File: config.mk
export PLATFORM = sky130hd
export DESIGN_NAME = rpct_cfg_regs
export DESIGN_NICKNAME = d
export VERILOG_FILES = /design/src/design/rpct_pkg.sv /design/src/design/rpct_cfg_regs.sv
export SDC_FILE = /design/constraint.sdc
export NUM_CORES = 1
export LEC_CHECK = 0
export BUFFER_PORTS_ARGS = -buffer_cell sky130_fd_sc_hd__buf_2
export CORE_ASPECT_RATIO = 0.9
export CORE_MARGIN = 2
export CORE_UTILIZATION = 54
export CTS_BUF_LIST = sky130_fd_sc_hd__clkbuf_8
export DETAILED_ROUTE_END_ITERATION = 12
export PLACE_DENSITY = 0.84
export SLEW_MARGIN = 20
export SYNTH_ARGS = -nofsm -noshare
export SYNTH_HDL_FRONTEND = slang
export SYNTH_SLANG_ARGS = --single-unit
export TNS_END_PERCENT = 5
File: constraint.sdc
create_clock -name clk -period 1.7 [get_ports clk]
set_input_delay 0.51 -clock clk [delete_from_list [all_inputs] [get_ports clk]]
set_output_delay 0.51 -clock clk [all_outputs]
set_load 0.005 [all_outputs]
File: src/design/rpct_pkg.sv
// Shared types, codes and constants of the RGB pixel color transform.
package rpct_pkg;

    localparam int SAMPLE_BITS_DEF = 16;
    localparam int FIELD_W         = 16;
    localparam int MODE_W          = 3;
    localparam int CHSEL_W         = 2;
    localparam int CFG_INDEX_W     = 2;
    localparam int CFG_DATA_W      = 16;
    localparam int IN_DATA_W       = 48;
    localparam int OUT_DATA_W      = 72;
    localparam int WEIGHT_W        = 10;
    localparam int SEPIA_SCALE     = 1000;

    // Transform modes.
    localparam logic [MODE_W-1:0] MODE_BITMAP  = 3'd0;
    localparam logic [MODE_W-1:0] MODE_GRAY    = 3'd1;
    localparam logic [MODE_W-1:0] MODE_ISOLATE = 3'd2;
    localparam logic [MODE_W-1:0] MODE_REMOVE  = 3'd3;
    localparam logic [MODE_W-1:0] MODE_SEPIA   = 3'd4;

    // Channel selections.
    localparam logic [CHSEL_W-1:0] CH_RED   = 2'd0;
    localparam logic [CHSEL_W-1:0] CH_GREEN = 2'd1;
    localparam logic [CHSEL_W-1:0] CH_BLUE  = 2'd2;

    // Configuration register indexes.
    localparam logic [CFG_INDEX_W-1:0] CFG_MODE     = 2'd0;
    localparam logic [CFG_INDEX_W-1:0] CFG_IN_MAX   = 2'd1;
    localparam logic [CFG_INDEX_W-1:0] CFG_GRAY_MAX = 2'd2;
    localparam logic [CFG_INDEX_W-1:0] CFG_CHSEL    = 2'd3;

    localparam logic [MODE_W-1:0]     MODE_RESET     = MODE_BITMAP;
    localparam logic [FIELD_W-1:0]    IN_MAX_RESET   = 16'd255;
    localparam logic [FIELD_W-1:0]    GRAY_MAX_RESET = 16'd255;
    localparam logic [CHSEL_W-1:0]    CHSEL_RESET    = CH_RED;

    // Sepia weights in thousandths, [output channel][input channel].
    localparam logic [WEIGHT_W-1:0] SEPIA_WEIGHT [3][3] = '{
        '{10'd393, 10'd769, 10'd189},
        '{10'd349, 10'd686, 10'd168},
        '{10'd272, 10'd534, 10'd131}
    };

    // Per-word control that rides along the pipeline.
    typedef struct packed {
        logic [MODE_W-1:0] mode;
        logic              black;
        logic              gray_sat;
    } rpct_ctrl_t;

endpackage

File: src/design/rpct_cfg_regs.sv
// Configuration register file of the pixel color transform.
module rpct_cfg_regs
    import rpct_pkg::*;
(
    input  logic                   clk,
    input  logic                   rst_n,
    input  logic                   cfg_valid,
    output logic                   cfg_ready,
    input  logic [CFG_INDEX_W-1:0] cfg_index,
    input  logic [CFG_DATA_W-1:0]  cfg_data,
    output logic [MODE_W-1:0]      mode,
    output logic [FIELD_W-1:0]     in_max,
    output logic [FIELD_W-1:0]     gray_max,
    output logic [CHSEL_W-1:0]     chsel
);

    logic [MODE_W-1:0]  mode_reg;
    logic [FIELD_W-1:0] in_max_reg;
    logic [FIELD_W-1:0] gray_max_reg;
    logic [CHSEL_W-1:0] chsel_reg;

    assign cfg_ready = 1'b1;

    always_ff @(posedge clk or negedge rst_n)
    begin
        if (!rst_n)
        begin
            mode_reg     <= MODE_RESET;
            in_max_reg   <= IN_MAX_RESET;
            gray_max_reg <= GRAY_MAX_RESET;
            chsel_reg    <= CHSEL_RESET;
        end
        else if (cfg_valid)
        begin
            unique case (cfg_index)
                CFG_MODE:     mode_reg     <= cfg_data[MODE_W-1:0];
                CFG_IN_MAX:   in_max_reg   <= cfg_data[FIELD_W-1:0];
                CFG_GRAY_MAX: gray_max_reg <= cfg_data[FIELD_W-1:0];
                CFG_CHSEL:    chsel_reg    <= cfg_data[CHSEL_W-1:0];
                default:      ;
            endcase
        end
    end

    assign mode     = mode_reg;
    assign in_max   = in_max_reg;
    assign gray_max = gray_max_reg;
    assign chsel    = chsel_reg;

endmodule

==> reports/results.ini <==
[cts]
ctsLongestPathBuffers=2
cts.sinks=37
h-tree-depth=2
post_cts_buffers=0
cts_tree=yes
ctsResizeCount=0
holdBufCountCts=0
cts_buffers=5
path_clk_slew_ns=0.07
insertion_delay_ns=0.28
root_buffer=clkbuf_8

[floorplan]
start_util=0.5611
rows=18
io-pin-count=59
dieHeight_um=54.48
die_w_um=60.09
dieArea_um2=3274
core_um2=2725

[global_routing]
track_usage=0.1890
grt-ovfl-total=0
grt_max_degree=21
grt_busiest_layer=met2
antenna_found_initial=0
use_met3=0.1017
grt_pass1_vias=862
grtUsageMet1=0.2399
grt_use_met2=0.2808
grt_pass1_wl_mm=4.167

[critical_path]
cp-end-kind=primary output
cp_max_fo=2
path_depth=1
startpoint=in_max[1]
timing.rr.start=in_max[13]
required_ns=1.19
crit_family=flip-flops
cp_slowest_stage_delay_ns=0.54
worstSetupPathType=register to primary output
cp_num_buf_inv=1
path_cells=buf_2
critPathArrivalTime_ns=0.93
r2r.worst_path.cells=1
rrSetupSlack_ns=0.92
cp_slowest_cell=dfstp_2
setup.worst_path.start_class=register

[timing]
finalSetupViolations=0
setup-tns-final_ns=0
hold_slack_ns=0.1563
hold_viol_final=0
finalCritPeriodShare=0.8473
fin_crit_ns=1.440
drv_slew=0
fin_worst_skew_ns=0
fmax_mhz=694.2
rsz0062_at_grt=no

[placed_design]
dpl_cell_area_um2=1854
io_buffers=57
hpwl_mm=2.113
globalplace.congestion=0.7000

[flow_run]
maxCapViolCount=0

[pwr]
ir_drop_uv=694.6
p_per_area_nw_per_um2=1160
finalPower_mw=2.247
p_leak_nw=0.9994

[finish]
final_cell_mix=57 x buf_2, 21 x dfrtp_1, 20 x mux2_4
nNetsFinal=165
fillers=190
drive_above_1_share=0.8345
area_growth_pct=26.68
antenna_cells=0
final_common_cell=buf_2
fin_area_um2=1937
utilization=0.7107

[synth]
ys_warn_count=0
synth_top_cell_area_share=0.3437
synth_cells=82
synth_fp_nets=103
ys_types=10
postSynthAreaPerCell_um2=18.65
ys_ff_latch=37
syn_area_um2=1529
yosysTopAreaCell=dfrtp_1
synth_seq_area_share=0.6187
synth_area_leaders=dfrtp_1 34%, dfstp_2 27%, mux2_4 20%

[drt]
dr.first_iter.drc_count=23
drt-total-wl_mm=2.817
dr.pass1.iters=4
wl_per_cell_um=15.23
vias_per_cell=4.805
postRouteAntennaNets=0
route.detailed.drc=0
vias=889

[outcome]
status=completed

[min_path]
hold_path_class=primary input to asynchronous set/reset pin

## kinds of logic (layout without fill, tap and decap cells)
kind of cell	after synthesis	in the layout	synth area share
multiplexers	37	37	0.3216
flip-flops	37	37	0.6187
AND/OR/NAND/NOR	4	4	0.03764
other	1	1	0.002453
buffers and inverters	3	66	0.01964
## per-stage QoR
stage | setup WS [ns] | cells
2_1_floorplan | 0.4289 | 82
3_3_place_gp | 0.2124 | 177
3_5_place_dp | 0.1769 | 177
4_1_cts | 0.2476 | 185
5_1_grt | 0.2152 | 185
6_report | 0.2596 | 185
## cell type report
type,count,area (µm²),area share
Clock inverter,3,13.76,0.007106
Sequential cell,37,945.9,0.4884
Timing Repair Buffer,58,305.3,0.1576
Multi-Input combinational cell,42,553.0,0.2855
Tap cell,40,50.05,0.02584
Clock buffer,5,68.82,0.03553
## synth_stat cells
library cell and n:
buf_4 1, dfstp_2 16, mux2_4 20, dfrtp_1 21
nand3b_4 2, mux2_2 17, nor3b_2 1, conb_1 1
buf_6 2, nand3_1 1
## worst paths after layout
| kind | endpoint |
|---|---|
| min in group clk | gray_max[10] |
| max reg2reg | in_max[13] |
| min reg2reg | in_max[9] |
| min | gray_max[12] |
| max | in_max[1] |
| max in group asynchronous | gray_max[0] |
## report_power, final
group	leakage (nW)	internal (mW)	switching (mW)
combinational	0.534	0.315	0.177
clock	0.0491	0.278	0.285
sequential	0.417	1.10	0.0918
total	0.999	1.69	0.554
## per-layer routing
metal / wire [µm] / share of wire
met5: 0 / 0
met2: 1405 / 0.50
met3: 185 / 0.066
met1: 1226 / 0.44
met4: 0 / 0
(Power assumes the default switching activity.)
