--- src/design/rpct_pkg.sv ---
// Shared types, codes and constants of the RGB pixel color transform.
package rpct_pkg;

    localparam int SAMPLE_BITS_DEF = 16;
    localparam int FIELD_W         = 16;
    localparam int MODE_W          = 3;
    localparam int CHSEL_W         = 2;
    localparam int CFG_INDEX_W     = 2;
    localparam int CFG_DATA_W      = 16;
    localparam int IN_DATA_W       = 48;
    localparam int OUT_DATA_W      = 72;
    localparam int WEIGHT_W        = 10;
    localparam int SEPIA_SCALE     = 1000;

    // Transform modes.
    localparam logic [MODE_W-1:0] MODE_BITMAP  = 3'd0;
    localparam logic [MODE_W-1:0] MODE_GRAY    = 3'd1;
    localparam logic [MODE_W-1:0] MODE_ISOLATE = 3'd2;
    localparam logic [MODE_W-1:0] MODE_REMOVE  = 3'd3;
    localparam logic [MODE_W-1:0] MODE_SEPIA   = 3'd4;

    // Channel selections.
    localparam logic [CHSEL_W-1:0] CH_RED   = 2'd0;
    localparam logic [CHSEL_W-1:0] CH_GREEN = 2'd1;
    localparam logic [CHSEL_W-1:0] CH_BLUE  = 2'd2;

    // Configuration register indexes.
    localparam logic [CFG_INDEX_W-1:0] CFG_MODE     = 2'd0;
    localparam logic [CFG_INDEX_W-1:0] CFG_IN_MAX   = 2'd1;
    localparam logic [CFG_INDEX_W-1:0] CFG_GRAY_MAX = 2'd2;
    localparam logic [CFG_INDEX_W-1:0] CFG_CHSEL    = 2'd3;

    localparam logic [MODE_W-1:0]     MODE_RESET     = MODE_BITMAP;
    localparam logic [FIELD_W-1:0]    IN_MAX_RESET   = 16'd255;
    localparam logic [FIELD_W-1:0]    GRAY_MAX_RESET = 16'd255;
    localparam logic [CHSEL_W-1:0]    CHSEL_RESET    = CH_RED;

    // Sepia weights in thousandths, [output channel][input channel].
    localparam logic [WEIGHT_W-1:0] SEPIA_WEIGHT [3][3] = '{
        '{10'd393, 10'd769, 10'd189},
        '{10'd349, 10'd686, 10'd168},
        '{10'd272, 10'd534, 10'd131}
    };

    // Per-word control that rides along the pipeline.
    typedef struct packed {
        logic [MODE_W-1:0] mode;
        logic              black;
        logic              gray_sat;
    } rpct_ctrl_t;

endpackage

--- src/design/rpct_out_stage.sv ---
// Output register: final field selection by mode and packing of the result word.
module rpct_out_stage
    import rpct_pkg::*;
#(
    parameter int SB = SAMPLE_BITS_DEF
)
(
    input  logic                  clk,
    input  logic                  rst_n,
    input  logic                  in_valid,
    output logic                  in_ready,
    input  rpct_ctrl_t            ctrl,
    input  logic [SB-1:0]         red,
    input  logic [SB-1:0]         green,
    input  logic [SB-1:0]         blue,
    input  logic [SB-1:0]         gm,
    input  logic [SB-1:0]         quo,
    output logic                  m_valid,
    input  logic                  m_ready,
    output logic [OUT_DATA_W-1:0] m_data
);

    logic                  valid_reg;
    logic [OUT_DATA_W-1:0] data_reg;
    logic [SB-1:0]         gray;
    logic                  black;
    logic [OUT_DATA_W-1:0] data_next;

    assign in_ready = !valid_reg || m_ready;

    always_comb
    begin
        gray  = '0;
        black = 1'b0;
        if (ctrl.mode == MODE_GRAY)
            gray = ctrl.gray_sat ? gm : quo;
        if (ctrl.mode == MODE_BITMAP)
            black = ctrl.black;
        data_next = {7'd0, black, FIELD_W'(gray), FIELD_W'(blue), FIELD_W'(green),
                     FIELD_W'(red)};
    end

    always_ff @(posedge clk or negedge rst_n)
    begin
        if (!rst_n)
            valid_reg <= 1'b0;
        else if (in_ready)
            valid_reg <= in_valid;
    end

    always_ff @(posedge clk)
    begin
        if (in_ready)
            data_reg <= data_next;
    end

    assign m_valid = valid_reg;
    assign m_data  = data_reg;

endmodule

--- config.mk ---
export PLATFORM = sky130hd
export DESIGN_NAME = rpct_out_stage
export DESIGN_NICKNAME = d
export VERILOG_FILES = /design/src/design/rpct_pkg.sv /design/src/design/rpct_out_stage.sv
export SDC_FILE = /design/constraint.sdc
export NUM_CORES = 1
export LEC_CHECK = 0
export BUFFER_PORTS_ARGS = -buffer_cell sky130_fd_sc_hd__buf_2
export CAP_MARGIN = 10
export CORE_MARGIN = 1.5
export CORE_UTILIZATION = 40
export DETAILED_ROUTE_END_ITERATION = 8
export PLACE_DENSITY = 0.82
export SLEW_MARGIN = 20
export SYNTH_ARGS = -nofsm -noshare
export SYNTH_HDL_FRONTEND = slang
export SYNTH_SLANG_ARGS = --single-unit
export TNS_END_PERCENT = 30
--- constraint.sdc ---
create_clock -name clk -period 3 [get_ports clk]
set_clock_uncertainty 0.05 [all_clocks]
set_input_delay 0.6 -clock clk [delete_from_list [all_inputs] [get_ports clk]]
set_output_delay 0.6 -clock clk [all_outputs]
set_load 0.05 [all_outputs]
==> summary.md <==
| Metric | Value |
|---|---|
| CTS tree | `built` |
| Worst setup margin | `1.26 ns` |
| Worst reg2reg path startpoint | `m_valid` |
| ANT nets after route | `0` |
| Initial Util | `0.419` |
| Max Cap Violations | `0` |
| Clock Latency Late Sink | `0.32 ns` |
| Reg2Reg Depth | `2` |
| Hold depth | `1` |
| Worst setup SP type | `input pin` |
| Largest net degree at the start of global routing | `39` |
| Outcome | `complete, no violations` |
| Die Wd | `79.2 µm` |
| Cell Area, Placed | `3140 µm²` |
| Gr ovfl total | `0` |
| Htree depth | `3` |
| Post-Syn Instances | `114` |
| Setup Viol. Count Final | `0` |
| Clock sinks | `66` |
| Setup Slack @ Placement | `1.26 ns` |
| Drt wl/cell | `14.0 µm` |
| Pleak | `1.56 nW` |
| Initial antenna violation count | `0` |
| Drt via density | `4.35` |
| Vias in the first global route | `1423` |
| Ant. Diodes | `0` |
| PwrDens | `660 nW/µm²` |
| Post-synthesis sequential area ratio | `0.851` |
| Fin. max-slew vios | `0` |
| WL final | `4.98 mm` |
| Share of layout cells above drive strength 1 | `0.608` |
| Overall power | `2.20 mW` |
| Dpl cells | `338` |
| CP Max Fanout | `3` |
| Most frequent cells in the layout | `buf_2, edfxtp_1, mux2i_1, nor2_1, clkbuf_8` |
| CTS max path bufs | `2` |
| Die height | `79.2 µm` |
| CTS Buf Count | `9` |
| Critical Path RT | `2.35 ns` |
| # resized after CTS | `0` |
| DRC viols | `0` |
| Final hold vios | `0` |
| First-pass DRT Iterations | `4` |
| Register bit total from synthesis | `66` |
| Tmin final | `1.74 ns` |
| Hold crit path type | `input pin to register` |
| Core area | `5540 µm²` |
| R2R Path End | `m_data[17]` |
| Hold path start | `red[13]` |
| Synth-to-Final Area Change | `43.4%` |
| CP Capture Type | `primary output` |
| Met3 WL post-DR | `478 µm` |
| WL met1 | `1.86 mm` |
| First-pass GRT wire length | `7.22 mm` |
| Post-DP HPWL | `4.02 mm` |
| GRT Util Overall | `0.166` |
| Syn_area_per_cell | `20.4 µm²` |
| Worst Hold End | `m_data[13]` |
| CTS hold repair buffers | `1` |
| Most common cell after layout, fill and taps aside | `buf_2` |
| CTS clock-pin slew for the worst setup and hold paths | `0.07 ns` |
| Number of port buffers | `155` |
| Maximum vdd drop | `0.338 mV` |
| R2R Setup Slk | `1.72 ns` |
| Die ar. | `6270 µm²` |
| Row cnt | `27` |
| Fmax | `573 MHz` |
| Routed via count | `1544` |
| Post-CTS setup buffers | `0` |
| Post-synth design cell area | `2320 µm²` |
| Hold Slack | `0.392 ns` |
| Uppermost layer routed | `met4` |
| Fin nets | `367` |
| Setup TNS | `0 ns` |
| Tcrit/Tclk final | `0.581` |
| Met2 WL | `2.57 mm` |
| Initial DRC Count | `70` |
| Final cell count without fillers | `355` |
| Yosys warns | `0` |
| Worst setup path class | `input pin to primary output` |
| Synth cell types | `12` |
| RSZ-0062 raised after global routing | `no` |
| Gpl congestion | `0.704` |
| Io pins | `163` |
| Critical Path AT | `1.09 ns` |
| Final core occ | `0.601` |
| Post-route cell area | `3330 µm²` |
| Clk root buf | `clkbuf_8` |
-- where the power goes --
part / leakage (nW) / total, mW / switching (mW) / internal, mW
Sequential: 0.677 / 1.10 / 0.0157 / 1.09
Combinational: 0.787 / 0.419 / 0.322 / 0.0977
Clock: 0.0939 / 0.674 / 0.301 / 0.373
Total: 1.56 / 2.20 / 0.638 / 1.56
-- routing by layer --
metal,vias up,track usage
li1,740,-
met2,106,0.286
met5,-,0
met4,0,0.0702
met3,6,0.0667
met1,692,0.179
-- kinds of logic (layout without fill, tap and decap cells) --
group	Yosys count	after routing	synth area share
buf+inv	11	174	0.0393
flops	66	66	0.851
mux	16	16	0.0690
other cells	1	7	0.00161
simple gates	20	20	0.0388
-- cell usage after synthesis, drive strengths merged --
cell	count	area [µm²]
dfrtp	1	25.0
nor2	16	60.1
nand2b	2	12.5
mux2i	16	160
edfxtp	65	1950
conb	1	3.75
or3b	1	8.76
buf	11	91.3
nor4b	1	8.76
-- critical path, stage by stage --
cell and delay, ns:
buf_2 0.09, nand2b_2 0.18, buf_2 0.22
-- area by class of cell --
cell class / instances / area [µm²]
clock buffer: 9 / 124
timing repair buffer: 158 / 801
clock inverter: 7 / 60.1
fill: 426 / 2210
multi-input combinational: 43 / 279
sequential: 66 / 1980
tap: 72 / 90.1
-- worst max path at each step --
stage	startpoint	slack, ns	cells past startpoint	endpoint
5_1_grt	m_valid	1.22	2	in_ready
3_5_place_dp	m_ready	1.26	3	in_ready
4_1_cts	m_ready	1.25	3	in_ready
6_report	m_ready	1.26	3	in_ready
3_3_place_gp	m_ready	1.27	3	in_ready
2_1_floorplan	m_ready	0.68	1	in_ready
-- state kept, by name, summed over array words and instances (netlist names) --
| name | count |
|---|---|
| m_data | 65 |
| m_valid | 1 |
Note: power is estimated with default switching activity, not from simulation.
