## src/design/rpct_pkg.sv

```systemverilog
// Shared types, codes and constants of the RGB pixel color transform.
package rpct_pkg;

    localparam int SAMPLE_BITS_DEF = 16;
    localparam int FIELD_W         = 16;
    localparam int MODE_W          = 3;
    localparam int CHSEL_W         = 2;
    localparam int CFG_INDEX_W     = 2;
    localparam int CFG_DATA_W      = 16;
    localparam int IN_DATA_W       = 48;
    localparam int OUT_DATA_W      = 72;
    localparam int WEIGHT_W        = 10;
    localparam int SEPIA_SCALE     = 1000;

    // Transform modes.
    localparam logic [MODE_W-1:0] MODE_BITMAP  = 3'd0;
    localparam logic [MODE_W-1:0] MODE_GRAY    = 3'd1;
    localparam logic [MODE_W-1:0] MODE_ISOLATE = 3'd2;
    localparam logic [MODE_W-1:0] MODE_REMOVE  = 3'd3;
    localparam logic [MODE_W-1:0] MODE_SEPIA   = 3'd4;

    // Channel selections.
    localparam logic [CHSEL_W-1:0] CH_RED   = 2'd0;
    localparam logic [CHSEL_W-1:0] CH_GREEN = 2'd1;
    localparam logic [CHSEL_W-1:0] CH_BLUE  = 2'd2;

    // Configuration register indexes.
    localparam logic [CFG_INDEX_W-1:0] CFG_MODE     = 2'd0;
    localparam logic [CFG_INDEX_W-1:0] CFG_IN_MAX   = 2'd1;
    localparam logic [CFG_INDEX_W-1:0] CFG_GRAY_MAX = 2'd2;
    localparam logic [CFG_INDEX_W-1:0] CFG_CHSEL    = 2'd3;

    localparam logic [MODE_W-1:0]     MODE_RESET     = MODE_BITMAP;
    localparam logic [FIELD_W-1:0]    IN_MAX_RESET   = 16'd255;
    localparam logic [FIELD_W-1:0]    GRAY_MAX_RESET = 16'd255;
    localparam logic [CHSEL_W-1:0]    CHSEL_RESET    = CH_RED;

    // Sepia weights in thousandths, [output channel][input channel].
    localparam logic [WEIGHT_W-1:0] SEPIA_WEIGHT [3][3] = '{
        '{10'd393, 10'd769, 10'd189},
        '{10'd349, 10'd686, 10'd168},
        '{10'd272, 10'd534, 10'd131}
    };

    // Per-word control that rides along the pipeline.
    typedef struct packed {
        logic [MODE_W-1:0] mode;
        logic              black;
        logic              gray_sat;
    } rpct_ctrl_t;

endpackage

```

## src/design/rpct_div_stage.sv

```systemverilog
// One restoring division step of the gray level quotient, as a pipeline stage.
module rpct_div_stage
    import rpct_pkg::*;
#(
    parameter int SB   = SAMPLE_BITS_DEF,
    parameter int STEP = 0
)
(
    input  logic            clk,
    input  logic            rst_n,
    input  logic            in_valid,
    output logic            in_ready,
    input  rpct_ctrl_t      ctrl_in,
    input  logic [SB-1:0]   red_in,
    input  logic [SB-1:0]   green_in,
    input  logic [SB-1:0]   blue_in,
    input  logic [SB-1:0]   gm_in,
    input  logic [SB+1:0]   div_in,
    input  logic [2*SB+1:0] rem_in,
    input  logic [SB-1:0]   quo_in,
    output logic            out_valid,
    input  logic            out_ready,
    output rpct_ctrl_t      ctrl_out,
    output logic [SB-1:0]   red_out,
    output logic [SB-1:0]   green_out,
    output logic [SB-1:0]   blue_out,
    output logic [SB-1:0]   gm_out,
    output logic [SB+1:0]   div_out,
    output logic [2*SB+1:0] rem_out,
    output logic [SB-1:0]   quo_out
);

    localparam int REM_W = 2 * SB + 2;

    logic             valid_reg;
    rpct_ctrl_t       ctrl_reg;
    logic [SB-1:0]    red_reg, green_reg, blue_reg, gm_reg, quo_reg;
    logic [SB+1:0]    div_reg;
    logic [REM_W-1:0] rem_reg;

    logic [REM_W-1:0] shifted;
    logic             take;
    logic [REM_W-1:0] rem_next;
    logic [SB-1:0]    quo_next;

    assign in_ready = !valid_reg || out_ready;

    // The quotient stays below 2**SB when the sum is under the divisor; other
    // words are flagged as saturated and their quotient is ignored.
    always_comb
    begin
        shifted  = REM_W'(div_in) << STEP;
        take     = rem_in >= shifted;
        rem_next = take ? (rem_in - shifted) : rem_in;
        quo_next = quo_in;
        quo_next[STEP] = take;
    end

    always_ff @(posedge clk or negedge rst_n)
    begin
        if (!rst_n)
            valid_reg <= 1'b0;
        else if (in_ready)
            valid_reg <= in_valid;
    end

    always_ff @(posedge clk)
    begin
        if (in_ready)
        begin
            ctrl_reg  <= ctrl_in;
            red_reg   <= red_in;
            green_reg <= green_in;
            blue_reg  <= blue_in;
            gm_reg    <= gm_in;
            div_reg   <= div_in;
            rem_reg   <= rem_next;
            quo_reg   <= quo_next;
        end
    end

    assign out_valid = valid_reg;
    assign ctrl_out  = ctrl_reg;
    assign red_out   = red_reg;
    assign green_out = green_reg;
    assign blue_out  = blue_reg;
    assign gm_out    = gm_reg;
    assign div_out   = div_reg;
    assign rem_out   = rem_reg;
    assign quo_out   = quo_reg;

endmodule

```

## config.mk

```make
export PLATFORM = sky130hd
export DESIGN_NAME = rpct_div_stage
export DESIGN_NICKNAME = d
export VERILOG_FILES = /design/src/design/rpct_pkg.sv /design/src/design/rpct_div_stage.sv
export SDC_FILE = /design/constraint.sdc
export NUM_CORES = 1
export LEC_CHECK = 0
export BUFFER_PORTS_ARGS = -buffer_cell sky130_fd_sc_hd__buf_2
export CORE_MARGIN = 2
export CORE_UTILIZATION = 41
export CTS_CLUSTER_DIAMETER = 80
export DETAILED_ROUTE_END_ITERATION = 10
export PLACE_DENSITY = 0.76
export SLEW_MARGIN = 20
export SYNTH_ARGS = -nofsm -noshare
export SYNTH_HDL_FRONTEND = slang
export SYNTH_SLANG_ARGS = --single-unit
```

## constraint.sdc

```tcl
create_clock -name clk -period 3.8 [get_ports clk]
set_input_delay 0.19 -clock clk [delete_from_list [all_inputs] [get_ports clk]]
set_output_delay 0.19 -clock clk [all_outputs]
set_load 0.02 [all_outputs]
```

==> flow_metrics.py <==
metrics = {
    "drt": {
        "vias_per_cell": 4.868,
        "drt_iter0_drc": 412,
        "ant_nets": 0,
        "vias": 4698,
        "drc": 0,
        "first_pass_iters": 4,
        "routed_wl_um": 17740,
        "routedWlPerCell_um": 18.39,
    },
    "clocking": {
        "htree_levels": 4,
        "cts_max_path_buffers": 2,
        "post_cts_buffers": 0,
        "clock_sinks": 138,
        "cts_tree": "done",
        "clock_latency_ps": 410,
        "cts_buffers": 17,
        "path_clk_slew_ps": 60,
        "cts-root-buf": "clkbuf_16",
    },
    "timing": {
        "slew_viol_final": 0,
        "skew_ps": 10.55,
        "finalSetupViolations": 0,
        "worstMarginPinSlew_ps": 782.7,
        "max-slew-margin-rel_pct": 47.82,
        "timing.hold.ws_ps": 79.15,
        "timing.final.hold_violations": 0,
        "setup_tns_ps": 0,
        "fin_crit_ps": 3155,
        "fin_crit_sh_pct": 83.02,
        "rsz0062_at_grt": "false",
        "fmax_mhz": 317.0,
    },
    "die": {
        "die_y_um": 121.5,
        "io_pins": 280,
        "die_w_um": 121.5,
        "initial_utilization_pct": 42.43,
        "core_um2": 13350,
        "std_cell_rows": 42,
        "floorplan.die_area_um2": 14770,
    },
    "worst_setup_path": {
        "required_ps": 3950,
        "crit_type": "in2reg",
        "cp-end-kind": "flop",
        "crit_fanout": 7,
        "startpoint_type": "input port",
        "cp.arrival_ps": 3300,
    },
    "synth": {
        "synth_area_leaders": "edfxtp_1 (73%), ha_1 (4.0%), xor2_1 (2.9%)",
        "ys_ff_latch": 138,
        "synth_flop_cell": "edfxtp_1",
        "synth_nets": 539,
        "ys_types": 43,
        "async_flop_share_pct": 0.7246,
        "yosysWarnings": 0,
        "netlist_top_cells_count": "edfxtp_1 (137), nand2_1 (33), o21ai_0 (24), inv_1 (23)",
        "ys_seq_area_share_pct": 73.09,
        "synth.avg_cell_area_um2": 14.94,
        "yosysTopAreaCell": "edfxtp_1",
        "synth_top_area_share_pct": 72.65,
        "syn_area_um2": 5663,
        "synth_cells": 379,
        "synth_edf_count": 137,
        "yosysMostFrequentCell": "edfxtp_1",
    },
    "worst_hold_path": {
        "hold_path.class": "in2reg",
    },
    "placed_design": {
        "dp.cells": 828,
        "dp_hpwl_um": 11740,
        "place.gp.congestion": 0.8350,
        "portBuffers": 278,
    },
    "global_route": {
        "grtUsageTotal_pct": 23.96,
        "grt_max_degree": 84,
        "grt_antenna_before_repair": 1,
        "grt_pass1_wl_um": 25980,
        "grt_overflow": 0,
        "grt_pass1_vias": 4832,
    },
    "run_status": {
        "status": "complete, no violations",
    },
    "finish": {
        "fin_nets": 935,
        "final_cells": 965,
        "drive_gt1_share_pct": 40.86,
        "areaGrowthSynthToFinish_pct": 57.18,
    },
    "run": {
        "maxCapViolCount": 0,
    },
    "pwr": {
        "peakVddDrop_mv": 0.2956,
        "power_density_nw_per_um2": 468.1,
        "power_frac_clock_pct": 37.3,
        "combPwrFrac_pct": 17.6,
        "p_int_uw": 3051,
        "p_seq_share_pct": 45.1,
        "sw_frac_of_total_pct": 26.77,
        "netSwitchingPower_uw": 1115,
        "power.leakage_uw": 0.003875,
    },
}
==> state kept, by name, indices dropped and copies added (netlist names) <==
signal / flops
gm_out: 16
blue_out: 16
ctrl_out: 5
red_out: 16
quo_out: 16
green_out: 16
div_out: 18
rem_out: 34
out_valid: 1
==> critical path: stages <==
cell and delay [ps]:
dlygate4sd3_1 520, buf_2 110, ha_1 150, inv_1 60
fa_1 410, a21o_1 200, a221oi_1 270, buf_4 190
o21ai_1 140, or4b_1 720, nor4_2 220, xor2_1 100
==> cell usage in the layout, fill, tap and decap left out, drive strengths merged, types with 5 or more instances in the layout <==
cell / synthesis / routed
ha: 18 / 18
o21ai: 25 / 25
xnor2: 12 / 12
nand2b: 5 / 5
clkinv: 0 / 6
xor2: 19 / 19
nand2: 33 / 33
nor4: 6 / 6
buf: 5 / 282
a21oi: 17 / 17
edfxtp: 137 / 137
nor2: 19 / 19
dlygate4sd3: 0 / 104
clkbuf: 4 / 19
a21o: 8 / 8
inv: 23 / 25
nor3: 10 / 10
==> cell type report <==
| class | instances | area (um^2) |
|---|---|---|
| antenna | 1 | 2.502 |
| clock buffer | 19 | 442.9 |
| clock inverter | 13 | 118.9 |
| fill | 977 | 4447 |
| inverter | 23 | 86.33 |
| multi-input combinational | 209 | 1404 |
| sequential | 138 | 4139 |
| tap | 176 | 220.2 |
| timing repair buffer | 386 | 2487 |
==> power by group through the flow <==
stage | clock [uW] | sequential (uW) | combinational, uW
2_1_floorplan | 0 | 2080 | 192
3_3_place_gp | 0 | 1890 | 624
3_5_place_dp | 0 | 1900 | 638
4_1_cts | 1580 | 1870 | 727
5_1_grt | 1660 | 1890 | 785
6_report | 1560 | 1880 | 734
==> stage by stage <==
step	utilization, %	setup WS [ps]	instance area [um^2]	power, uW
2_1_floorplan	-	945.6	5665	2272
3_3_place_gp	54.66	735.7	7296	2519
3_5_place_dp	54.66	710.0	7296	2540
4_1_cts	66.67	653.5	8899	4184
5_1_grt	66.69	431.5	8901	4333
6_report	66.69	645.1	8901	4166
==> logic make-up after synthesis <==
group           share of synthesized area, %
simple gates                           8.241
flops                                  73.09
xor+xnor                               4.795
mux                                   0.1988
buf+inv                                2.342
fa+ha+maj                              4.331
compound gates                         7.004
==> path summary, 6_finish.rpt <==
path / start / end / cells after the start / slack, ps
hold / removal: rem_in[13] / rem_out[13] / 3 / 80
max in group asynchronous: rst_n / out_valid / 2 / 3620
setup / recovery: div_in[0] / rem_out[24] / 12 / 650
hold reg to reg: out_valid / out_valid / 2 / 1070
min in group asynchronous: rst_n / out_valid / 2 / 90
setup reg to reg: out_valid / quo_out[0] / 2 / 1900
==> layer usage <==
layer | global-route usage (%) | share of wire (%)
met1 | 25.20 | 36
met2 | 41.96 | 51
met3 | 8.976 | 8.6
met4 | 12.14 | 4.0
met5 | 0 | 0
==> what timing repair did <==
item,4_1_cts,5_1_grt
gates resized for setup,0,0
endpoints found under the hold margin,104,0
hold buffers,104,0
No activity file was read; power rests on OpenSTA's default activity.
