### src/design/rpct_pkg.sv
// Shared types, codes and constants of the RGB pixel color transform.
package rpct_pkg;

    localparam int SAMPLE_BITS_DEF = 16;
    localparam int FIELD_W         = 16;
    localparam int MODE_W          = 3;
    localparam int CHSEL_W         = 2;
    localparam int CFG_INDEX_W     = 2;
    localparam int CFG_DATA_W      = 16;
    localparam int IN_DATA_W       = 48;
    localparam int OUT_DATA_W      = 72;
    localparam int WEIGHT_W        = 10;
    localparam int SEPIA_SCALE     = 1000;

    // Transform modes.
    localparam logic [MODE_W-1:0] MODE_BITMAP  = 3'd0;
    localparam logic [MODE_W-1:0] MODE_GRAY    = 3'd1;
    localparam logic [MODE_W-1:0] MODE_ISOLATE = 3'd2;
    localparam logic [MODE_W-1:0] MODE_REMOVE  = 3'd3;
    localparam logic [MODE_W-1:0] MODE_SEPIA   = 3'd4;

    // Channel selections.
    localparam logic [CHSEL_W-1:0] CH_RED   = 2'd0;
    localparam logic [CHSEL_W-1:0] CH_GREEN = 2'd1;
    localparam logic [CHSEL_W-1:0] CH_BLUE  = 2'd2;

    // Configuration register indexes.
    localparam logic [CFG_INDEX_W-1:0] CFG_MODE     = 2'd0;
    localparam logic [CFG_INDEX_W-1:0] CFG_IN_MAX   = 2'd1;
    localparam logic [CFG_INDEX_W-1:0] CFG_GRAY_MAX = 2'd2;
    localparam logic [CFG_INDEX_W-1:0] CFG_CHSEL    = 2'd3;

    localparam logic [MODE_W-1:0]     MODE_RESET     = MODE_BITMAP;
    localparam logic [FIELD_W-1:0]    IN_MAX_RESET   = 16'd255;
    localparam logic [FIELD_W-1:0]    GRAY_MAX_RESET = 16'd255;
    localparam logic [CHSEL_W-1:0]    CHSEL_RESET    = CH_RED;

    // Sepia weights in thousandths, [output channel][input channel].
    localparam logic [WEIGHT_W-1:0] SEPIA_WEIGHT [3][3] = '{
        '{10'd393, 10'd769, 10'd189},
        '{10'd349, 10'd686, 10'd168},
        '{10'd272, 10'd534, 10'd131}
    };

    // Per-word control that rides along the pipeline.
    typedef struct packed {
        logic [MODE_W-1:0] mode;
        logic              black;
        logic              gray_sat;
    } rpct_ctrl_t;

endpackage

### src/design/rpct_front.sv
// Four front stages: channel sums and selects, products, sepia scaling and clamping.
module rpct_front
    import rpct_pkg::*;
#(
    parameter int SB = SAMPLE_BITS_DEF
)
(
    input  logic               clk,
    input  logic               rst_n,
    input  logic               in_valid,
    output logic               in_ready,
    input  logic [FIELD_W-1:0] red_in,
    input  logic [FIELD_W-1:0] green_in,
    input  logic [FIELD_W-1:0] blue_in,
    input  logic [MODE_W-1:0]  mode,
    input  logic [FIELD_W-1:0] in_max,
    input  logic [FIELD_W-1:0] gray_max,
    input  logic [CHSEL_W-1:0] chsel,
    output logic               out_valid,
    input  logic               out_ready,
    output rpct_ctrl_t         ctrl,
    output logic [SB-1:0]      red,
    output logic [SB-1:0]      green,
    output logic [SB-1:0]      blue,
    output logic [SB-1:0]      gm,
    output logic [SB+1:0]      divisor,
    output logic [2*SB+1:0]    num
);

    localparam int SUM_W   = SB + 2;
    localparam int CMP_W   = SUM_W + 1;
    localparam int NUM_W   = 2 * SB + 2;
    localparam int PROD_W  = SB + WEIGHT_W;
    localparam int SEP_W   = SB + 11;
    // Exact floor(x / 1000) for x below 2**SEP_W: (x * RECIP) >> RECIP_SHIFT.
    localparam int RECIP_SHIFT = SEP_W + 10;
    localparam int RECIP_W     = SEP_W + 1;
    localparam int MUL_W       = SEP_W + RECIP_W;
    localparam logic [63:0] RECIP_FULL =
        ((64'd1 << RECIP_SHIFT) + 64'(SEPIA_SCALE) - 64'd1) / 64'(SEPIA_SCALE);
    localparam logic [RECIP_W-1:0] RECIP = RECIP_W'(RECIP_FULL);

    logic v1_reg, v2_reg, v3_reg, v4_reg;
    logic rdy1, rdy2, rdy3, rdy4;

    assign rdy4     = !v4_reg || out_ready;
    assign rdy3     = !v3_reg || rdy4;
    assign rdy2     = !v2_reg || rdy3;
    assign rdy1     = !v1_reg || rdy2;
    assign in_ready = rdy1;

    always_ff @(posedge clk or negedge rst_n)
    begin
        if (!rst_n)
        begin
            v1_reg <= 1'b0;
            v2_reg <= 1'b0;
            v3_reg <= 1'b0;
            v4_reg <= 1'b0;
        end
        else
        begin
            if (rdy1)
                v1_reg <= in_valid;
            if (rdy2)
                v2_reg <= v1_reg;
            if (rdy3)
                v3_reg <= v2_reg;
            if (rdy4)
                v4_reg <= v3_reg;
        end
    end

    // Stage 1 logic.
    logic [SB-1:0]     samp [3];
    logic [SB-1:0]     mx_in;
    logic [SUM_W-1:0]  sum_next;
    logic [SUM_W-1:0]  div_next;
    logic [SB-1:0]     pass_next [3];
    rpct_ctrl_t        ctrl_next;

    always_comb
    begin
        samp[0]  = red_in[SB-1:0];
        samp[1]  = green_in[SB-1:0];
        samp[2]  = blue_in[SB-1:0];
        mx_in    = in_max[SB-1:0];
        sum_next = SUM_W'(samp[0]) + SUM_W'(samp[1]) + SUM_W'(samp[2]);
        div_next = SUM_W'(mx_in) + (SUM_W'(mx_in) << 1);

        ctrl_next.mode     = mode;
        ctrl_next.black    = (CMP_W'(sum_next) << 1) < CMP_W'(div_next);
        // A sum at or above three times the maximum pins the gray level at its top.
        ctrl_next.gray_sat = sum_next >= div_next;

        case (mode)
            MODE_ISOLATE:
            begin
                pass_next[0] = (chsel == CH_RED)   ? samp[0] : '0;
                pass_next[1] = (chsel == CH_GREEN) ? samp[1] : '0;
                pass_next[2] = (chsel == CH_BLUE)  ? samp[2] : '0;
            end
            MODE_REMOVE:
            begin
                pass_next[0] = (chsel == CH_RED)   ? '0 : samp[0];
                pass_next[1] = (chsel == CH_GREEN) ? '0 : samp[1];
                pass_next[2] = (chsel == CH_BLUE)  ? '0 : samp[2];
            end
            default:
            begin
                pass_next[0] = '0;
                pass_next[1] = '0;
                pass_next[2] = '0;
            end
        endcase
    end

    rpct_ctrl_t         ctrl1_reg, ctrl2_reg, ctrl3_reg, ctrl4_reg;
    logic [SUM_W-1:0]   sum1_reg;
    logic [SUM_W-1:0]   div1_reg, div2_reg, div3_reg, div4_reg;
    logic [SB-1:0]      gm1_reg, gm2_reg, gm3_reg, gm4_reg;
    logic [SB-1:0]      mx1_reg, mx2_reg, mx3_reg;
    logic [SB-1:0]      pass1_reg [3];
    logic [SB-1:0]      pass2_reg [3];
    logic [SB-1:0]      pass3_reg [3];
    logic [SB-1:0]      rgb4_reg  [3];
    logic [PROD_W-1:0]  prod1_reg [3][3];
    logic [SEP_W-1:0]   sep2_reg  [3];
    logic [MUL_W-1:0]   mul3_reg  [3];
    logic [NUM_W-1:0]   num2_reg, num3_reg, num4_reg;

    // Stage 4: sepia scaled by 1/1000, clamped to the maximum; other modes pass.
    logic [SB:0]        sep_q     [3];
    logic [SB-1:0]      rgb4_next [3];

    always_comb
    begin
        for (int o = 0; o < 3; o++)
        begin
            sep_q[o] = mul3_reg[o][RECIP_SHIFT +: SB+1];
            if (sep_q[o] > {1'b0, mx3_reg})
                rgb4_next[o] = mx3_reg;
            else
                rgb4_next[o] = sep_q[o][SB-1:0];
            if (ctrl3_reg.mode != MODE_SEPIA)
                rgb4_next[o] = pass3_reg[o];
        end
    end

    always_ff @(posedge clk)
    begin
        if (rdy1)
        begin
            ctrl1_reg <= ctrl_next;
            sum1_reg  <= sum_next;
            div1_reg  <= div_next;
            gm1_reg   <= gray_max[SB-1:0];
            mx1_reg   <= mx_in;
            for (int o = 0; o < 3; o++)
            begin
                pass1_reg[o] <= pass_next[o];
                for (int i = 0; i < 3; i++)
                    prod1_reg[o][i] <= PROD_W'(SEPIA_WEIGHT[o][i]) * PROD_W'(samp[i]);
            end
        end
        if (rdy2)
        begin
            ctrl2_reg <= ctrl1_reg;
            div2_reg  <= div1_reg;
            gm2_reg   <= gm1_reg;
            mx2_reg   <= mx1_reg;
            num2_reg  <= NUM_W'(sum1_reg) * NUM_W'(gm1_reg);
            for (int o = 0; o < 3; o++)
            begin
                pass2_reg[o] <= pass1_reg[o];
                sep2_reg[o]  <= SEP_W'(prod1_reg[o][0]) + SEP_W'(prod1_reg[o][1])
                              + SEP_W'(prod1_reg[o][2]);
            end
        end
        if (rdy3)
        begin
            ctrl3_reg <= ctrl2_reg;
            div3_reg  <= div2_reg;
            gm3_reg   <= gm2_reg;
            mx3_reg   <= mx2_reg;
            num3_reg  <= num2_reg;
            for (int o = 0; o < 3; o++)
            begin
                pass3_reg[o] <= pass2_reg[o];
                mul3_reg[o]  <= MUL_W'(sep2_reg[o]) * MUL_W'(RECIP);
            end
        end
        if (rdy4)
        begin
            ctrl4_reg <= ctrl3_reg;
            div4_reg  <= div3_reg;
            gm4_reg   <= gm3_reg;
            num4_reg  <= num3_reg;
            for (int o = 0; o < 3; o++)
                rgb4_reg[o] <= rgb4_next[o];
        end
    end

    assign out_valid = v4_reg;
    assign ctrl      = ctrl4_reg;
    assign red       = rgb4_reg[0];
    assign green     = rgb4_reg[1];
    assign blue      = rgb4_reg[2];
    assign gm        = gm4_reg;
    assign divisor   = div4_reg;
    assign num       = num4_reg;

endmodule

### config.mk
export PLATFORM = sky130hd
export DESIGN_NAME = rpct_front
export DESIGN_NICKNAME = d
export VERILOG_FILES = /design/src/design/rpct_pkg.sv /design/src/design/rpct_front.sv
export SDC_FILE = /design/constraint.sdc
export NUM_CORES = 2
export LEC_CHECK = 0
export ABC_AREA = 1
export ABC_CLOCK_PERIOD_IN_PS = 21400
export BUFFER_PORTS_ARGS = -buffer_cell sky130_fd_sc_hd__buf_2
export CORE_AREA = 4 4 433 435
export CTS_CLUSTER_DIAMETER = 200
export DETAILED_ROUTE_END_ITERATION = 10
export DIE_AREA = 0 0 437 439
export PLACE_DENSITY_LB_ADDON = 0.25
export REMOVE_ABC_BUFFERS = 1
export SLEW_MARGIN = 30
export SYNTH_ARGS = -nofsm -noshare
export SYNTH_HDL_FRONTEND = slang
export SYNTH_SLANG_ARGS = --single-unit
### constraint.sdc
create_clock -name clk -period 21.4 [get_ports clk]
set_input_delay 1.07 -clock clk [delete_from_list [all_inputs] [get_ports clk]]
set_output_delay 1.07 -clock clk [all_outputs]
set_load 0.05 [all_outputs]
==> results.txt <==
From bottom edge to top edge, the die measures 439 µm. Final count of hold timing violations: 0. The total overflow left after global routing is 0. Combinational family with the most area after synthesis: adder cells. In this run the core area contains 157 standard-cell rows.

The worst setup path is captured at a flop. The port buffer count came out at 211. Clock tree synthesis selected as its root buffer the cell sky130_fd_sc_hd__clkbuf_16.

The chip width is 437 µm. The logs give 3 for the maximum number of buffers from clock root to sink and 0.254 for the proportion of synthesized chip area in sequential cells. Entering global routing, the biggest net connects 100 pins.

The logs give 0 for the number of nets with antenna violations after detailed routing and 259000 µm for the post-detailed-placement half-perimeter wirelength. For the clock net sink count, the log shows 853. Final sum of negative setup slack: 0 ns. The count of nets after finishing is 13800, and the number of detailed-route iterations in the first pass is 7. The synthesized netlist contains 53 unique library cells. The via count of the first global-routing pass was 76900. Setup violations remaining at the end of the flow were counted as 0. Along the worst path, the maximum fanout reaches 16. The required time of the critical path is 21.92 ns, and the area fraction in compound gates after synthesis is 0.0562. The number of hold buffers added after CTS was 0. The number of antenna violations at the first check in global routing came out at 23.

The first routing iteration left 6277 violations. The clock-pin slew on the worst setup and hold paths is 0.07 ns. The number of setup buffers added after CTS is 0. The first global-routing pass estimated 464000 µm of wire. STA classifies the critical path startpoint as a flop.

The routed wire length per instance works out to 22.8 µm. The cell count after synthesis is 10600, and the total I/O pin count is 212. The share of the synthesized netlist area taken by xor and xnor gates was 0.0230.

The Yosys step of the flow raised 0 warnings. The signal on the critical path passes through nand2_1 -> fa_1 -> inv_1 -> fa_1 -> fa_1 -> fa_1 -> fa_1 -> inv_1 -> fa_1 -> inv_1 -> ha_1 -> a21o_1 -> a21oi_1 -> nand3_1 -> nand3_1 -> nand2_1 -> nand2_1 -> nand2_1. Gates resized during post-CTS repair numbered 0. After synthesis the netlist holds a flip-flop and latch count of 853. Summed over all layers, the routed wires come to 306000 µm. The most common cell after layout, fill and taps aside is sky130_fd_sc_hd__inv_1. The logs give 0.340 for the tightest slew margin relative to the limit and 0.550 for the initial standard-cell utilization of the core. At the pin with the least slew margin, the transition time is 0.990 ns.

CTS built an H-tree with a depth of 3. For the finished layout, the period the worst path requires is 6.16 ns. The part of the cycle the worst path needs was 0.288; the global placer's final weighted congestion was 1.00. At the later pin of the worst-skew pair, clock insertion delay measures 0.76 ns. For the worst setup path, the data arrival time is 6.68 ns. Averaged over all synthesized cells, the footprint is 9.47 µm².

The fraction of the mapped netlist area in adder cells is 0.446, and the setup skew after layout is 0.0712 ns. Setup repair after global routing left no endpoint under its margin. After detailed routing, the number of remaining DRC violations is 0. Clock tree synthesis inserted a total of 94 buffers. The area of the core was 0.183 mm²; the vias after detailed routing was 74000.

Max-cap violations in this run came to 0. The layout overhead on the synthesized area came out at 7.20%. The register with the most flip-flops in the layout has 204 of them.

Post-synthesis mux area share: 0.000199. The maximum frequency from static timing analysis came out at 162 MHz. The run finished with clean final reports.

The run gives 0 as the max-slew violation total from the final report. The ratio of routed vias to standard cells works out to 5.51. Kind of critical path: reg2reg.

The most numerous cell type found on the critical path is sky130_fd_sc_hd__fa_1. Among all stages on the critical path, the largest delay is contributed by sky130_fd_sc_hd__edfxtp_1. TritonCTS built the clock tree. Worst min-delay path class: in2async. For this run, the slowest stage of the critical path takes 0.88 ns.

The run gives 0.101 mm² as the cell area after synthesis. The layout cell share with drive strength beyond 1 is 0.0406. Leaving out fill and tap cells, the most frequent cells in the layout are 2670 x sky130_fd_sc_hd__inv_1, 1658 x sky130_fd_sc_hd__nand2_1, 1653 x sky130_fd_sc_hd__ha_1. The run gives 0.192 mm² as the floorplan die area. The synthesized-area fraction occupied by and/or/nand/nor cells is 0.117. Fill cells in the final layout number 16200. The overall routing resource usage is 0.322.
final cells by class:
class	count	area [µm²]	share of cell area
Clock buffer	106	2400	0.0222
Sequential cell	853	25600	0.237
Clock inverter	67	807	0.00747
Tap cell	2464	3080	0.0286
Multi-Input combinational cell	7013	64700	0.600
Timing Repair Buffer	234	1250	0.0116
Inverter	2677	10100	0.0932
Antenna cell	12	30.0	0.000278
per-layer routing:
metal  wire length [µm]  GRT usage  vias up
met5                 16          0        -
met4              10600      0.103        2
met3              23300     0.0529      430
met2             136000      0.508     2632
met1             135000      0.457    36700
li1                   -          -    34200
path summary, 6_finish.rpt:
path | slack, ns | endpoint | cells past startpoint | start
setup / recovery | 15.24 | num2_reg[25] | 18 | sum1_reg[9]
hold / removal | 0.13 | v1_reg | 1 | rst_n
setup reg to reg | 15.24 | num2_reg[25] | 18 | sum1_reg[9]
hold reg to reg | 0.37 | pass3_reg[0][0] | 0 | pass2_reg[0][0]
max in group asynchronous | 21.13 | out_valid | 1 | rst_n
min in group clk | 0.37 | pass3_reg[0][0] | 0 | pass2_reg[0][0]
cell usage after synthesis (all sizes together):
cell type | count | area share
nor4 | 28 | 0.0017
o31a | 1 | 0.000087
a21boi | 16 | 0.0013
buf | 16 | 0.00092
and2 | 5 | 0.00031
nor2 | 574 | 0.022
xor2 | 192 | 0.017
clkinv | 1 | 0.000037
a211oi | 7 | 0.00052
o31ai | 2 | 0.00015
and3 | 4 | 0.00025
nand2 | 1672 | 0.063
dfrtp | 4 | 0.00099
o22ai | 1 | 0.000062
or2 | 5 | 0.00031
clkbuf | 74 | 0.0028
inv | 2676 | 0.10
o21a | 24 | 0.0018
a21oi | 541 | 0.027
o211ai | 14 | 0.0010
a21o | 40 | 0.0030
fa | 1211 | 0.24
o21bai | 52 | 0.0039
a31oi | 14 | 0.00087
nand4 | 98 | 0.0061
xnor2 | 73 | 0.0063
ha | 1653 | 0.21
nand3 | 382 | 0.019
nand3b | 10 | 0.00075
o2111ai | 4 | 0.00035
a221oi | 1 | 0.000087
nor3 | 69 | 0.0038
o21ai | 315 | 0.016
mux2i | 2 | 0.00020
edfxtp | 849 | 0.25
nor3b | 3 | 0.00022
cell families (layout without fill, tap and decap cells):
group	Yosys count	in the layout
buffers and inverters	2767	3084
other	0	12
and+or+nand+nor	2850	2850
muxes	2	2
xor gates and xnor gates	265	265
adders and majority gates	2864	2864
DFF	853	853
AOI/OAI and AO/OA	1032	1032
critical path: cells and delay by family (launching register included):
family / cells / cell delay [ns]
DFF: 1 / 0.88
buffers and inverters: 3 / 0.14
adders and majority gates: 7 / 3.40
and+or+nand+nor: 6 / 0.90
AOI/OAI and AO/OA: 2 / 0.58
through the flow:
step | area (µm²) | instances | setup WS, ns | hold slack [ns] | util
final | 108000 | 13400 | 15.24 | 0.126 | 0.590
after global routing | 108000 | 13400 | 14.91 | 0.0859 | 0.590
after CTS | 108000 | 13400 | 15.29 | 0.0533 | 0.589
after detailed placement | 105000 | 13200 | 15.30 | 0.405 | 0.572
after global placement | 105000 | 13200 | 15.34 | 0.401 | 0.572
after floorplan | 100000 | 10500 | 5.59 | 0.400 | -
Power is left out: the tool's default activity adds up to more than one toggle a clock period on the data nets, which glitch-free logic cannot reach.
